`src/rtl/core/lptr_pkg.sv`:
```
package lptr_pkg;

    // field and register widths
    localparam int COORD_W = 20;
    localparam int ROWS_W  = 7;
    localparam int COLS_W  = 13;
    localparam int ELEV_W  = 15;
    localparam int SPAN_W  = 16;
    localparam int RANGE_W = 20;
    localparam int ROW_W   = 6;
    localparam int COL_W   = 12;
    localparam int CFG_W   = 20;
    localparam int CFG_IDX_W = 3;

    localparam int MAX_ROWS    = 64;
    localparam int MAX_COLUMNS = 4096;

    // internal datapath widths
    localparam int SQ_W   = 2 * COORD_W - 1;
    localparam int RAD_W  = 58;
    localparam int ROOT_W = RAD_W / 2;
    localparam int CORD_W = 32;
    localparam int ANG_W  = 24;
    localparam int STEPS  = 18;
    localparam int NUM_W  = 36;
    localparam int DEN_W  = 24;
    localparam int QUO_W  = 17;
    localparam int DIV_CW = DEN_W + QUO_W;
    localparam int ELM_W  = ANG_W + 1;
    localparam int PROW_W = ELM_W + ROWS_W + 1;

    // angles in 1/25600 degree
    localparam logic signed [ANG_W-1:0] DEG90  = 24'sd2304000;
    localparam logic signed [ANG_W-1:0] DEG180 = 24'sd4608000;
    localparam logic signed [ANG_W:0]   DEG360 = 25'sd9216000;

    localparam logic signed [ANG_W-1:0] ATAN_TAB [STEPS] = '{
        24'sd1152000, 24'sd680065, 24'sd359328, 24'sd182400, 24'sd91554,
        24'sd45822, 24'sd22916, 24'sd11459, 24'sd5730, 24'sd2865,
        24'sd1432, 24'sd716, 24'sd358, 24'sd179, 24'sd90,
        24'sd45, 24'sd22, 24'sd11
    };

    typedef enum logic [CFG_IDX_W-1:0] {
        REG_IMAGE_ROWS    = 3'd0,
        REG_IMAGE_COLUMNS = 3'd1,
        REG_MIN_ELEVATION = 3'd2,
        REG_MAX_ELEVATION = 3'd3,
        REG_AZIMUTH_SPAN  = 3'd4,
        REG_MAX_RANGE     = 3'd5,
        REG_INVERT_RANGE  = 3'd6,
        REG_NORMALIZE     = 3'd7
    } cfg_reg_t;

endpackage

```
`src/rtl/core/lptr_udiv.sv`:
```
module lptr_udiv (
    input  logic                          clk,
    input  logic                          en,
    input  logic [lptr_pkg::NUM_W-1:0]    num_in,
    input  logic [lptr_pkg::DEN_W-1:0]    den,
    output logic [lptr_pkg::QUO_W-1:0]    quo_out,
    output logic                          ovf_out
);
    import lptr_pkg::*;

    logic [NUM_W-1:0] rem_reg [QUO_W+1];
    logic [QUO_W-1:0] quo_reg [QUO_W+1];
    logic             ovf_reg [QUO_W+1];

    // quotient too large for the restoring steps
    always_ff @(posedge clk)
    begin
        if (en)
        begin
            rem_reg[0] <= num_in;
            quo_reg[0] <= '0;
            ovf_reg[0] <= DIV_CW'(num_in) >= (DIV_CW'(den) << QUO_W);
        end
    end

    genvar s;
    for (s = 1; s <= QUO_W; s++)
    begin : g_bit
        localparam int K = QUO_W - s;
        logic [DIV_CW-1:0] dsh;
        logic [NUM_W-1:0]  rem_next;
        logic [QUO_W-1:0]  quo_next;

        assign dsh = DIV_CW'(den) << K;

        always_comb
        begin
            if (DIV_CW'(rem_reg[s-1]) >= dsh)
            begin
                rem_next = rem_reg[s-1] - dsh[NUM_W-1:0];
                quo_next = quo_reg[s-1] | (QUO_W'(1) << K);
            end
            else
            begin
                rem_next = rem_reg[s-1];
                quo_next = quo_reg[s-1];
            end
        end

        always_ff @(posedge clk)
        begin
            if (en)
            begin
                rem_reg[s] <= rem_next;
                quo_reg[s] <= quo_next;
                ovf_reg[s] <= ovf_reg[s-1];
            end
        end
    end

    assign quo_out = quo_reg[QUO_W];
    assign ovf_out = ovf_reg[QUO_W];

endmodule

```
`config.mk`:
```
export PLATFORM = sky130hd
export DESIGN_NAME = lptr_udiv
export DESIGN_NICKNAME = d
export VERILOG_FILES = /design/src/rtl/core/lptr_pkg.sv /design/src/rtl/core/lptr_udiv.sv
export SDC_FILE = /design/constraint.sdc
export NUM_CORES = 2
export LEC_CHECK = 0
export ABC_AREA = 0
export BUFFER_PORTS_ARGS = -buffer_cell sky130_fd_sc_hd__buf_4
export CAP_MARGIN = 10
export CELL_PAD_IN_SITES_DETAIL_PLACEMENT = 1
export CELL_PAD_IN_SITES_GLOBAL_PLACEMENT = 2
export CORE_MARGIN = 5
export CORE_UTILIZATION = 32
export CTS_BUF_LIST = sky130_fd_sc_hd__clkbuf_4
export CTS_CLUSTER_SIZE = 40
export DETAILED_ROUTE_END_ITERATION = 10
export PLACE_DENSITY_LB_ADDON = 0.1
export SYNTH_ARGS = -nofsm -noshare
export SYNTH_HDL_FRONTEND = slang
export SYNTH_SLANG_ARGS = --single-unit
```
`constraint.sdc`:
```
create_clock -name clk -period 6.3 [get_ports clk]
set_input_delay 1.89 -clock clk [delete_from_list [all_inputs] [get_ports clk]]
set_output_delay 1.89 -clock clk [all_outputs]
set_load 0.01 [all_outputs]
```
==> flow_metrics.tcl <==
set metrics [dict create \
    status "completed" \
    pwr-share-seq 0.367 \
    nets 5255 \
    crit_chain "buf_4 -> clkinv_1 -> buf_4 -> ha_1 -> and4_1 -> nand4_1 -> nor4_1 -> nand3_1 -> nand4_1 -> a31oi_4 -> a2111oi_2 -> o211ai_1 -> xnor2_1" \
    yosysSeqAreaShare 0.4821 \
    seq_area_um2 23510 \
    hold_viol 0 \
    stdcell_count 6977 \
    finClkSkew_ps 64.74 \
    grt_pass1_vias 37770 \
    synth_cell_types 90 \
    htreeDepth 4 \
    wl_um 152700 \
    clkSlewWorstSetupHoldPaths_ps 70 \
    relSlewSlack 0.2583 \
    routedWlPerCell_um 21.89 \
    root_buffer "clkbuf_4" \
    antenna_found_initial 9 \
    dp_hpwl_um 114800 \
    start_util 0.3214 \
    min-delay-start "quo_reg[15][5]$_DFFE_PP_" \
    critical-path-max-stage-delay_ps 960 \
    start_kind "input port" \
    max_cap_viol_count 0 \
    leakagePower_nw 21.38 \
    grt_pass1_wl_um 232300 \
    grt_util_all_layers 0.1862 \
    synth_area_um2 48770 \
    detailroute.via_count 35940 \
    area_growth_pct 14.04 \
    final_cell_mix "edfxtp_1, ha_1, nand2_1" \
    drt_iter0_drc 1918 \
    yosysWarnings 0 \
    cts_hold_buf 0 \
    vias_per_cell 5.151 \
    dr.pass1.iters 5 \
    min_to "quo_reg[16][5]$_DFFE_PP_" \
    grt_max_degree 97 \
    holdWs_ps 408.6 \
    synthFlopType "edfxtp_1" \
    switchingPower_mw 8.883 \
    fin_crit_sh 0.7714 \
    setup_viol 0 \
    core_area_um2 151700 \
    finalMaxSlewViolations 0 \
    syn_inst 4451 \
    pwr-share-clk 0.211 \
    cp_slowest_cell "nor4_1" \
    dp.cells 6561 \
    cts-resized-gates 0 \
    clock_latency_ps 1170 \
    end_kind "flip-flop" \
    reg2reg_to "rem_reg[16][27]$_DFFE_PP_" \
    async_flop_share 0 \
    fp.dieW_um 400.4 \
    min_path_cells 0 \
    reg2reg_from "rem_reg[15][19]$_DFFE_PP_" \
    power.density_nw_per_um2 415.2 \
    post_cts_buffers 0 \
    overflow 0 \
    rr_worst_depth 10 \
    die_area_um2 160300 \
    nFillCells 16930 \
    cp.required_ps 7180 \
    cts_buffers 227 \
    ys_ff_latch 783 \
    ios 80 \
    cts_tree "done" \
    cp_max_fo 10 \
    synth_edf_count 783 \
    crit_arrival_ps 5740 \
    drive_above_1_share 0.1473 \
    pwr-share-comb 0.422 \
    ir_worst_vdd_uv 153.7 \
    multi_input_area_um2 24350 \
    layout_commonest_cell "edfxtp_1" \
    largest_reg_flops 612 \
    reg2reg_setup_slack_ps 2570 \
    crit_type "in2reg" \
    yosys-top-cells-area "edfxtp_1, ha_1, a21oi_1" \
    switching_share 0.3847 \
    antenna_left 0 \
    worst_pin_slew_ps 1102 \
    min_period_ps 4860 \
    synth.net_count 4946 \
    syn_avg_cell_area_um2 10.96 \
    cts_sinks 783 \
    gp_congestion 0.8023 \
    clock.fmax_mhz 205.8 \
    drc 0 \
    min_path_type "reg2reg" \
    yosys.area.top_type "edfxtp_1" \
    synth_top_area_share 0.4821 \
    rows 143 \
    grt_setup_unrepaired "no" \
    intPower_mw 14.21 \
    port_buffers 79 \
    cts_buffer_depth 3 \
    die_h_um 400.4 \
]
[layer usage]
layer,track usage,routed length [um],share of wire,up-vias
li1,-,-,-,17740
met1,0.2524,71930,0.47,17500
met2,0.3131,72780,0.48,507
met3,0.02758,4915,0.032,198
met4,0.04714,3064,0.020,0
met5,0,0,0,-
[stage by stage]
stage	setup slack (ps)	util	setup TNS [ps]	power, mW	cell area, um^2
2_1_floorplan	1419	-	0	15.32	48770
3_3_place_gp	-11.66	0.3472	-21.31	18.35	52680
3_5_place_dp	258.0	0.3472	0	18.35	52680
4_1_cts	1570	0.3664	0	23.48	55590
5_1_grt	1389	0.3665	0	24.95	55610
6_report	1440	0.3666	0	23.09	55620
[critical path: cells and delay by family]
kind / cells / cell delay [ps]
AOI/OAI and AO/OA: 3 / 690
xor gates and xnor gates: 1 / 150
and+or+nand+nor: 5 / 1730
adders and majority gates: 1 / 390
buffers and inverters: 3 / 860
[Yosys cell counts (all sizes together), types with 82 or more instances]
cell and count:
a21o 147, o21ai 336, xnor2 195, mux2 114
nor2 292, nor3 82, edfxtp 783, nand2 374
xor2 166, inv 147, a21oi 361, ha 417
[how the worst max path moves through the flow]
stage,from,end,slack (ps),cells after the start
after floorplan,den[1],rem_reg[12][6]$_DFFE_PP_,1420,10
after global placement,den[22],rem_reg[16][29]$_DFFE_PP_,-10,12
after detailed placement,den[8],rem_reg[12][34]$_DFFE_PP_,260,13
after CTS,den[8],rem_reg[12][34]$_DFFE_PP_,1570,13
after global routing,den[8],rem_reg[12][30]$_DFFE_PP_,1390,13
final,den[8],rem_reg[12][34]$_DFFE_PP_,1440,13
[cell type report]
class / instances / area share
clock buffer: 317 / 0.04279
timing repair buffer: 183 / 0.03109
sequential: 783 / 0.4227
inverter: 147 / 0.009921
clock inverter: 89 / 0.009583
antenna: 10 / 0.0004499
tap: 2030 / 0.04567
multi-input combinational: 3418 / 0.4378
[kinds of logic after synthesis]
family          Yosys count  share of synthesized area
xor+xnor                361                    0.06483
simple gates           1220                     0.1233
mux                     131                    0.02981
compound gates         1273                     0.1660
flops                   783                     0.4821
fa+ha+maj               433                     0.1135
buf+inv                 250                    0.02039
[power groups by stage]
stage / sequential (mW) / clock, mW / combinational, mW
global route: 8.61 / 5.43 / 10.9
floorplan: 8.08 / 0 / 7.24
finish: 8.48 / 4.87 / 9.74
detailed placement: 8.62 / 0 / 9.74
global placement: 8.63 / 0 / 9.72
CTS: 8.51 / 5.16 / 9.81
Note: power is estimated with default switching activity, not from simulation.
