[config.mk]
export PLATFORM = sky130hd
export DESIGN_NAME = lptr_isqrt
export DESIGN_NICKNAME = d
export VERILOG_FILES = /design/src/rtl/core/lptr_pkg.sv /design/src/rtl/core/lptr_isqrt.sv
export SDC_FILE = /design/constraint.sdc
export NUM_CORES = 2
export LEC_CHECK = 0
export ABC_CLOCK_PERIOD_IN_PS = 5010
export BUFFER_PORTS_ARGS = -buffer_cell sky130_fd_sc_hd__buf_2
export CAP_MARGIN = 25
export CELL_PAD_IN_SITES_DETAIL_PLACEMENT = 0
export CELL_PAD_IN_SITES_GLOBAL_PLACEMENT = 1
export CORE_MARGIN = 10
export CORE_UTILIZATION = 50
export DETAILED_ROUTE_END_ITERATION = 16
export PLACE_DENSITY_LB_ADDON = 0.15
export SKIP_CTS_REPAIR_TIMING = 1
export SYNTH_ARGS = -nofsm -noshare
export SYNTH_HDL_FRONTEND = slang
export SYNTH_SLANG_ARGS = --single-unit
[constraint.sdc]
create_clock -name clk -period 5.01 [get_ports clk]
set_input_delay 0.7515 -clock clk [delete_from_list [all_inputs] [get_ports clk]]
set_output_delay 0.7515 -clock clk [all_outputs]
set_load 0.05 [all_outputs]
[src/rtl/core/lptr_pkg.sv]
package lptr_pkg;

    // field and register widths
    localparam int COORD_W = 20;
    localparam int ROWS_W  = 7;
    localparam int COLS_W  = 13;
    localparam int ELEV_W  = 15;
    localparam int SPAN_W  = 16;
    localparam int RANGE_W = 20;
    localparam int ROW_W   = 6;
    localparam int COL_W   = 12;
    localparam int CFG_W   = 20;
    localparam int CFG_IDX_W = 3;

    localparam int MAX_ROWS    = 64;
    localparam int MAX_COLUMNS = 4096;

    // internal datapath widths
    localparam int SQ_W   = 2 * COORD_W - 1;
    localparam int RAD_W  = 58;
    localparam int ROOT_W = RAD_W / 2;
    localparam int CORD_W = 32;
    localparam int ANG_W  = 24;
    localparam int STEPS  = 18;
    localparam int NUM_W  = 36;
    localparam int DEN_W  = 24;
    localparam int QUO_W  = 17;
    localparam int DIV_CW = DEN_W + QUO_W;
    localparam int ELM_W  = ANG_W + 1;
    localparam int PROW_W = ELM_W + ROWS_W + 1;

    // angles in 1/25600 degree
    localparam logic signed [ANG_W-1:0] DEG90  = 24'sd2304000;
    localparam logic signed [ANG_W-1:0] DEG180 = 24'sd4608000;
    localparam logic signed [ANG_W:0]   DEG360 = 25'sd9216000;

    localparam logic signed [ANG_W-1:0] ATAN_TAB [STEPS] = '{
        24'sd1152000, 24'sd680065, 24'sd359328, 24'sd182400, 24'sd91554,
        24'sd45822, 24'sd22916, 24'sd11459, 24'sd5730, 24'sd2865,
        24'sd1432, 24'sd716, 24'sd358, 24'sd179, 24'sd90,
        24'sd45, 24'sd22, 24'sd11
    };

    typedef enum logic [CFG_IDX_W-1:0] {
        REG_IMAGE_ROWS    = 3'd0,
        REG_IMAGE_COLUMNS = 3'd1,
        REG_MIN_ELEVATION = 3'd2,
        REG_MAX_ELEVATION = 3'd3,
        REG_AZIMUTH_SPAN  = 3'd4,
        REG_MAX_RANGE     = 3'd5,
        REG_INVERT_RANGE  = 3'd6,
        REG_NORMALIZE     = 3'd7
    } cfg_reg_t;

endpackage

[src/rtl/core/lptr_isqrt.sv]
module lptr_isqrt (
    input  logic                          clk,
    input  logic                          en,
    input  logic [lptr_pkg::RAD_W-1:0]    rad_in,
    output logic [lptr_pkg::ROOT_W-1:0]   root_out
);
    import lptr_pkg::*;

    logic [RAD_W-1:0]  rem_reg  [ROOT_W];
    logic [ROOT_W-1:0] root_reg [ROOT_W];

    genvar s;
    for (s = 0; s < ROOT_W; s++)
    begin : g_bit
        localparam int K = ROOT_W - 1 - s;
        logic [RAD_W-1:0]  rem_prev;
        logic [ROOT_W-1:0] root_prev;
        logic [RAD_W-1:0]  trial;
        logic [RAD_W-1:0]  rem_next;
        logic [ROOT_W-1:0] root_next;

        if (s == 0)
        begin : g_first
            assign rem_prev  = rad_in;
            assign root_prev = '0;
        end
        else
        begin : g_rest
            assign rem_prev  = rem_reg[s-1];
            assign root_prev = root_reg[s-1];
        end

        // (q + 2^k)^2 - q^2 = q * 2^(k+1) + 2^(2k)
        assign trial = (RAD_W'(root_prev) << (K + 1)) | (RAD_W'(1) << (2 * K));

        always_comb
        begin
            if (rem_prev >= trial)
            begin
                rem_next  = rem_prev - trial;
                root_next = root_prev | (ROOT_W'(1) << K);
            end
            else
            begin
                rem_next  = rem_prev;
                root_next = root_prev;
            end
        end

        always_ff @(posedge clk)
        begin
            if (en)
            begin
                rem_reg[s]  <= rem_next;
                root_reg[s] <= root_next;
            end
        end
    end

    assign root_out = root_reg[ROOT_W-1];

endmodule

==> reports/summary.md <==
The flow ran to the end, and the final reports show no timing, DRC or antenna violations. The post-synthesis sequential element count is 2,059, and the final setup skew is 0.0685 ns. The placement row count came out at 162. Summing every instance area after synthesis gives 98,000 um2. Transition at the pin with the smallest max-transition slack: 1.08 ns.

The run gives 0 ns as the post-route setup TNS. After legalization and detailed placement, the total HPWL measured 173 mm. The floorplan step set the die height to 463 um. In this run, the combinational gates consume 19.7% of the power.

Summing the areas of all compound-gate instances in the mapped netlist gives 8.97% of the synthesized area. At the later pin of the worst-skew pair, clock insertion delay measures 0.86 ns. The via density per instance came out at 5.66. The startpoint of the worst-slack reg-to-reg timing path was rem_reg[1][212]$_DFFE_PP_. The path with the worst hold slack has its endpoint at rem_reg[0][33]$_DFFE_PP_. Each instance of the synthesized netlist takes up on average 12.7 um2.

Summed over all cells, the static leakage comes to 40.7 nW. The congestion estimate from routability-driven global placement came to 0.875. The post-route standard cell area excluding fillers was 109,000 um2; the count of different cell masters after synthesis was 86. The worst pin sits at a relative slew slack of 26.3%.

The fraction of registers with async set/reset was 0%; the starting density of the core was 50.3%. The run gives 0 as the global-route congestion overflow total. TritonCTS built the clock tree.

The type of the worst setup path is flip-flop to flip-flop. Of the total synthesized cell area, the portion taken by XOR and XNOR cells is 6.25%. For the die area, the log shows 214,000 um2. The switching power as a share of total power works out to 29.0%. TritonCTS created 213 clock buffers. The fraction of layout cells with a size suffix above 1 works out to 7.99%.

The multi-input combinational cells in the finished layout cover a total of 33,600 um2. The depth of the CTS H-tree was 4. For the area used by sequential logic in the layout, the log shows 61,800 um2. The worst setup path is launched from a flip-flop. Registers are responsible for 47.9% of the overall power. The max-cap violation count came out at 0. The critical path goes through or4_1 -> nor3_1 -> nand2_1 -> nor4_1 -> nor4_1 -> nor3b_4 -> buf_4 -> inv_1 -> mux2_2. After filler insertion, the fill cell instance count of the layout stands at 16,200. Including well taps, the total number of placed cells is 10,400. After synthesis, the largest family of logic cells by area is simple AND/OR/NAND/NOR gates. In this run the count of I/O pins placed on the die edge is 89. Based on the critical path, the design can be clocked at up to 212 MHz. For the worst setup path, the data arrival time is 5.29 ns.

The final net count is 8,523, and the fraction of the mapped netlist area in simple logic gates is 12.1%. The global-route usage over all layers was 20.8%; the peak supply drop was 0.339 mV. DRC violation count after routing: 0. At the placement stage, the worst setup path has a slack of 0.373 ns.

The count of buffers added on input and output ports is 88. Dividing total power by cell area gives a power density of 448 nW/um2. The worst path in the final design needs a cycle of 4.72 ns, including I/O delays and setup. The end of the worst register-to-register path is rem_reg[1][257]$_DFFE_PP_. The number of max-slew violations in the final report was 0. The flip-flop count of the largest register, all copies and words added is 1,624. Data on the critical path is required at its endpoint by 5.58 ns. The worst hold path startpoint is rad_in[33]. The most used flip-flop cell after synthesis is sky130_fd_sc_hd__edfxtp_1.

Number of antenna violations at the first check in global routing: 7. Clock-pin slew was measured on the worst setup and hold paths at 0.06 ns. The final worst setup slack is 0.287 ns, and the via count of the first global-routing pass is 60,000.

Maximum fanout along the worst path: 40. The internal power came out at 34.8 mW. The total inserted antenna cells is 0, and the count of flip-flops with a built-in enable after synthesis is 2,059.

The final cell count without fillers is 10,800. Leaving out fill and tap cells, the most frequent cell in the layout is sky130_fd_sc_hd__edfxtp_1. The routed design has 229 mm of wire. The detailed router's first-iteration violation count came out at 5,209.

For this block, the via count after detailed routing is 61,200. For the placeable core region, the log shows 195,000 um2. By instance count, the cell type seen most on the critical path is sky130_fd_sc_hd__nor4_1. Synthesis produced a netlist with a net count of 8,265. The instance count along the most critical hold path was 1. In the layout the commonest cells are sky130_fd_sc_hd__edfxtp_1, sky130_fd_sc_hd__inv_1, sky130_fd_sc_hd__nor2_1, sky130_fd_sc_hd__nand2_1, sky130_fd_sc_hd__ha_1.

The tools report the iteration count of the initial detailed-routing pass as 6. On the critical path, the stage with the largest delay is an instance of sky130_fd_sc_hd__nor4_1. Measured against the total synthesized area, the mux share comes to 0.917%. STA classifies the critical path endpoint as a flip-flop. Of the synthesized area, sequential elements account for 63.1%. Across all register-to-register paths, the minimum setup slack is 0.29 ns. The adder and majority gate portion of the synthesized area is 5.87%. The path type of the worst min-delay path is input port to flip-flop. The count of mapped cells out of synthesis came out at 7,745. On the worst path, the slowest cell contributes a delay of 0.97 ns. The die is 463 um wide. Setup violations remaining at the end of the flow were counted as 0. The tree built by TritonCTS fans out to 2,059 sinks. Number of failing hold endpoints at the final stage: 0.

The first global-routing pass estimated 354 mm of wire. Setup repair after global routing left no endpoint under its margin. Entering global routing, the biggest net connects 149 pins. The run gives 3 as the maximum buffer depth of the clock tree. Dividing the final minimum period by the clock period gives 94.3%.

During synthesis, Yosys emitted a total of 0 warnings. The depth of the worst register-to-register path was 9. The instance area at placement is 102,000 um2. The analysis attributes to net switching a power of 14.2 mW. The area growth from synthesis to final layout was 11.6%; the share of total power in the clock network was 32.4%. The cell sitting at the root of the clock tree is a sky130_fd_sc_hd__clkbuf_16. The post-detailed-route count of antenna-violating nets is 0, and the wire length per cell is 21.2 um.
-- power by group through the flow --
stage	clock network (mW)	logic, mW	registers (mW)
floorplan	0	7.00	23.0
global placement	0	9.52	23.9
detailed placement	0	9.57	23.9
CTS	16.3	9.64	23.5
global route	17.0	10.8	23.7
finish	15.9	9.66	23.5
-- critical path: cells and delay by family (launching register included) --
| kind | cells | cell delay [ns] |
|---|---|---|
| AND/OR/NAND/NOR | 6 | 2.92 |
| buffers and inverters | 2 | 0.63 |
| flip-flops | 1 | 0.47 |
| multiplexers | 1 | 0.39 |
-- cells in the mapped netlist (12+ instances only) --
| cell type | instances | area share [%] |
|---|---|---|
| sky130_fd_sc_hd__buf_1 | 17 | 0.065 |
| sky130_fd_sc_hd__mux2_2 | 70 | 0.80 |
| sky130_fd_sc_hd__o21bai_1 | 39 | 0.30 |
| sky130_fd_sc_hd__a21boi_0 | 16 | 0.12 |
| sky130_fd_sc_hd__nand4b_1 | 23 | 0.21 |
| sky130_fd_sc_hd__xnor2_1 | 376 | 3.4 |
| sky130_fd_sc_hd__a31oi_1 | 43 | 0.27 |
| sky130_fd_sc_hd__and2_1 | 23 | 0.15 |
| sky130_fd_sc_hd__a2111oi_0 | 20 | 0.18 |
| sky130_fd_sc_hd__edfxtp_1 | 2059 | 63 |
| sky130_fd_sc_hd__a21o_1 | 149 | 1.1 |
| sky130_fd_sc_hd__nand2_1 | 498 | 1.9 |
| sky130_fd_sc_hd__nor4_1 | 256 | 1.6 |
| sky130_fd_sc_hd__o21a_1 | 87 | 0.67 |
| sky130_fd_sc_hd__ha_1 | 460 | 5.9 |
| sky130_fd_sc_hd__a211o_1 | 12 | 0.11 |
| sky130_fd_sc_hd__nor2b_1 | 67 | 0.43 |
| sky130_fd_sc_hd__inv_1 | 557 | 2.1 |
| sky130_fd_sc_hd__nor3b_1 | 13 | 0.10 |
| sky130_fd_sc_hd__or3_1 | 90 | 0.57 |
| sky130_fd_sc_hd__o31ai_1 | 32 | 0.25 |
| sky130_fd_sc_hd__nand4_1 | 119 | 0.76 |
| sky130_fd_sc_hd__or2_2 | 31 | 0.20 |
| sky130_fd_sc_hd__o211ai_1 | 30 | 0.23 |
| sky130_fd_sc_hd__nand2b_1 | 102 | 0.65 |
| sky130_fd_sc_hd__and3_1 | 33 | 0.21 |
| sky130_fd_sc_hd__clkbuf_1 | 131 | 0.50 |
| sky130_fd_sc_hd__o21ai_0 | 363 | 1.9 |
| sky130_fd_sc_hd__nand3b_1 | 19 | 0.15 |
| sky130_fd_sc_hd__o31a_1 | 12 | 0.11 |
| sky130_fd_sc_hd__nor2_1 | 523 | 2.0 |
| sky130_fd_sc_hd__or4_1 | 60 | 0.46 |
| sky130_fd_sc_hd__a21oi_1 | 451 | 2.3 |
| sky130_fd_sc_hd__nand3_1 | 135 | 0.69 |
| sky130_fd_sc_hd__nor3_1 | 232 | 1.2 |
| sky130_fd_sc_hd__and4_1 | 15 | 0.13 |
| sky130_fd_sc_hd__a211oi_1 | 42 | 0.32 |
| sky130_fd_sc_hd__nor4b_1 | 29 | 0.26 |
| sky130_fd_sc_hd__xor2_1 | 323 | 2.9 |
-- stage by stage --
stage          hold slack [ns]  total power [mW]  util (%)
2_1_floorplan            0.417              30.0         -
3_3_place_gp             0.421              33.4      52.4
3_5_place_dp             0.429              33.4      52.4
4_1_cts                -0.0258              49.4      56.0
5_1_grt               0.000297              51.5      56.1
6_report                0.0551              49.0      56.1
-- metal layers --
layer	global-route usage (%)	vias up	part of all wire (%)
met5	0	-	0
met4	4.69	0	2.0
met3	3.04	304	4.6
met2	34.9	1334	48
met1	28.8	30000	45
li1	-	29600	-
-- logic make-up (layout without fill, tap and decap cells) --
logic type	after synthesis	count (layout)
AOI/OAI and AO/OA	1419	1419
muxes	81	81
adders and majority gates	460	460
xor gates and xnor gates	699	699
DFF	2059	2059
and+or+nand+nor	2312	2312
buffers and inverters	715	1153
-- worst max-delay path by stage --
stage          depth (start not counted)                        end                      start  slack (ns)
4_1_cts                                9  rem_reg[1][257]$_DFFE_PP_  rem_reg[1][212]$_DFFE_PP_        0.33
5_1_grt                                9  rem_reg[1][285]$_DFFE_PP_  rem_reg[1][212]$_DFFE_PP_        0.14
3_3_place_gp                           9  rem_reg[1][257]$_DFFE_PP_  rem_reg[1][212]$_DFFE_PP_        0.31
3_5_place_dp                           9  rem_reg[1][257]$_DFFE_PP_  rem_reg[1][212]$_DFFE_PP_        0.37
6_report                               9  rem_reg[1][257]$_DFFE_PP_  rem_reg[1][212]$_DFFE_PP_        0.29
2_1_floorplan                         10  rem_reg[1][459]$_DFFE_PP_  rem_reg[1][361]$_DFFE_PP_        1.61
-- final cells by class --
type / count / area share, %
Timing Repair Buffer: 200 / 1.37
Multi-Input combinational cell: 4971 / 30.7
Sequential cell: 2059 / 56.5
Clock inverter: 141 / 1.43
Inverter: 558 / 1.92
Clock buffer: 254 / 5.05
Tap cell: 2624 / 3.00
No activity file was read; power rests on OpenSTA's default activity.
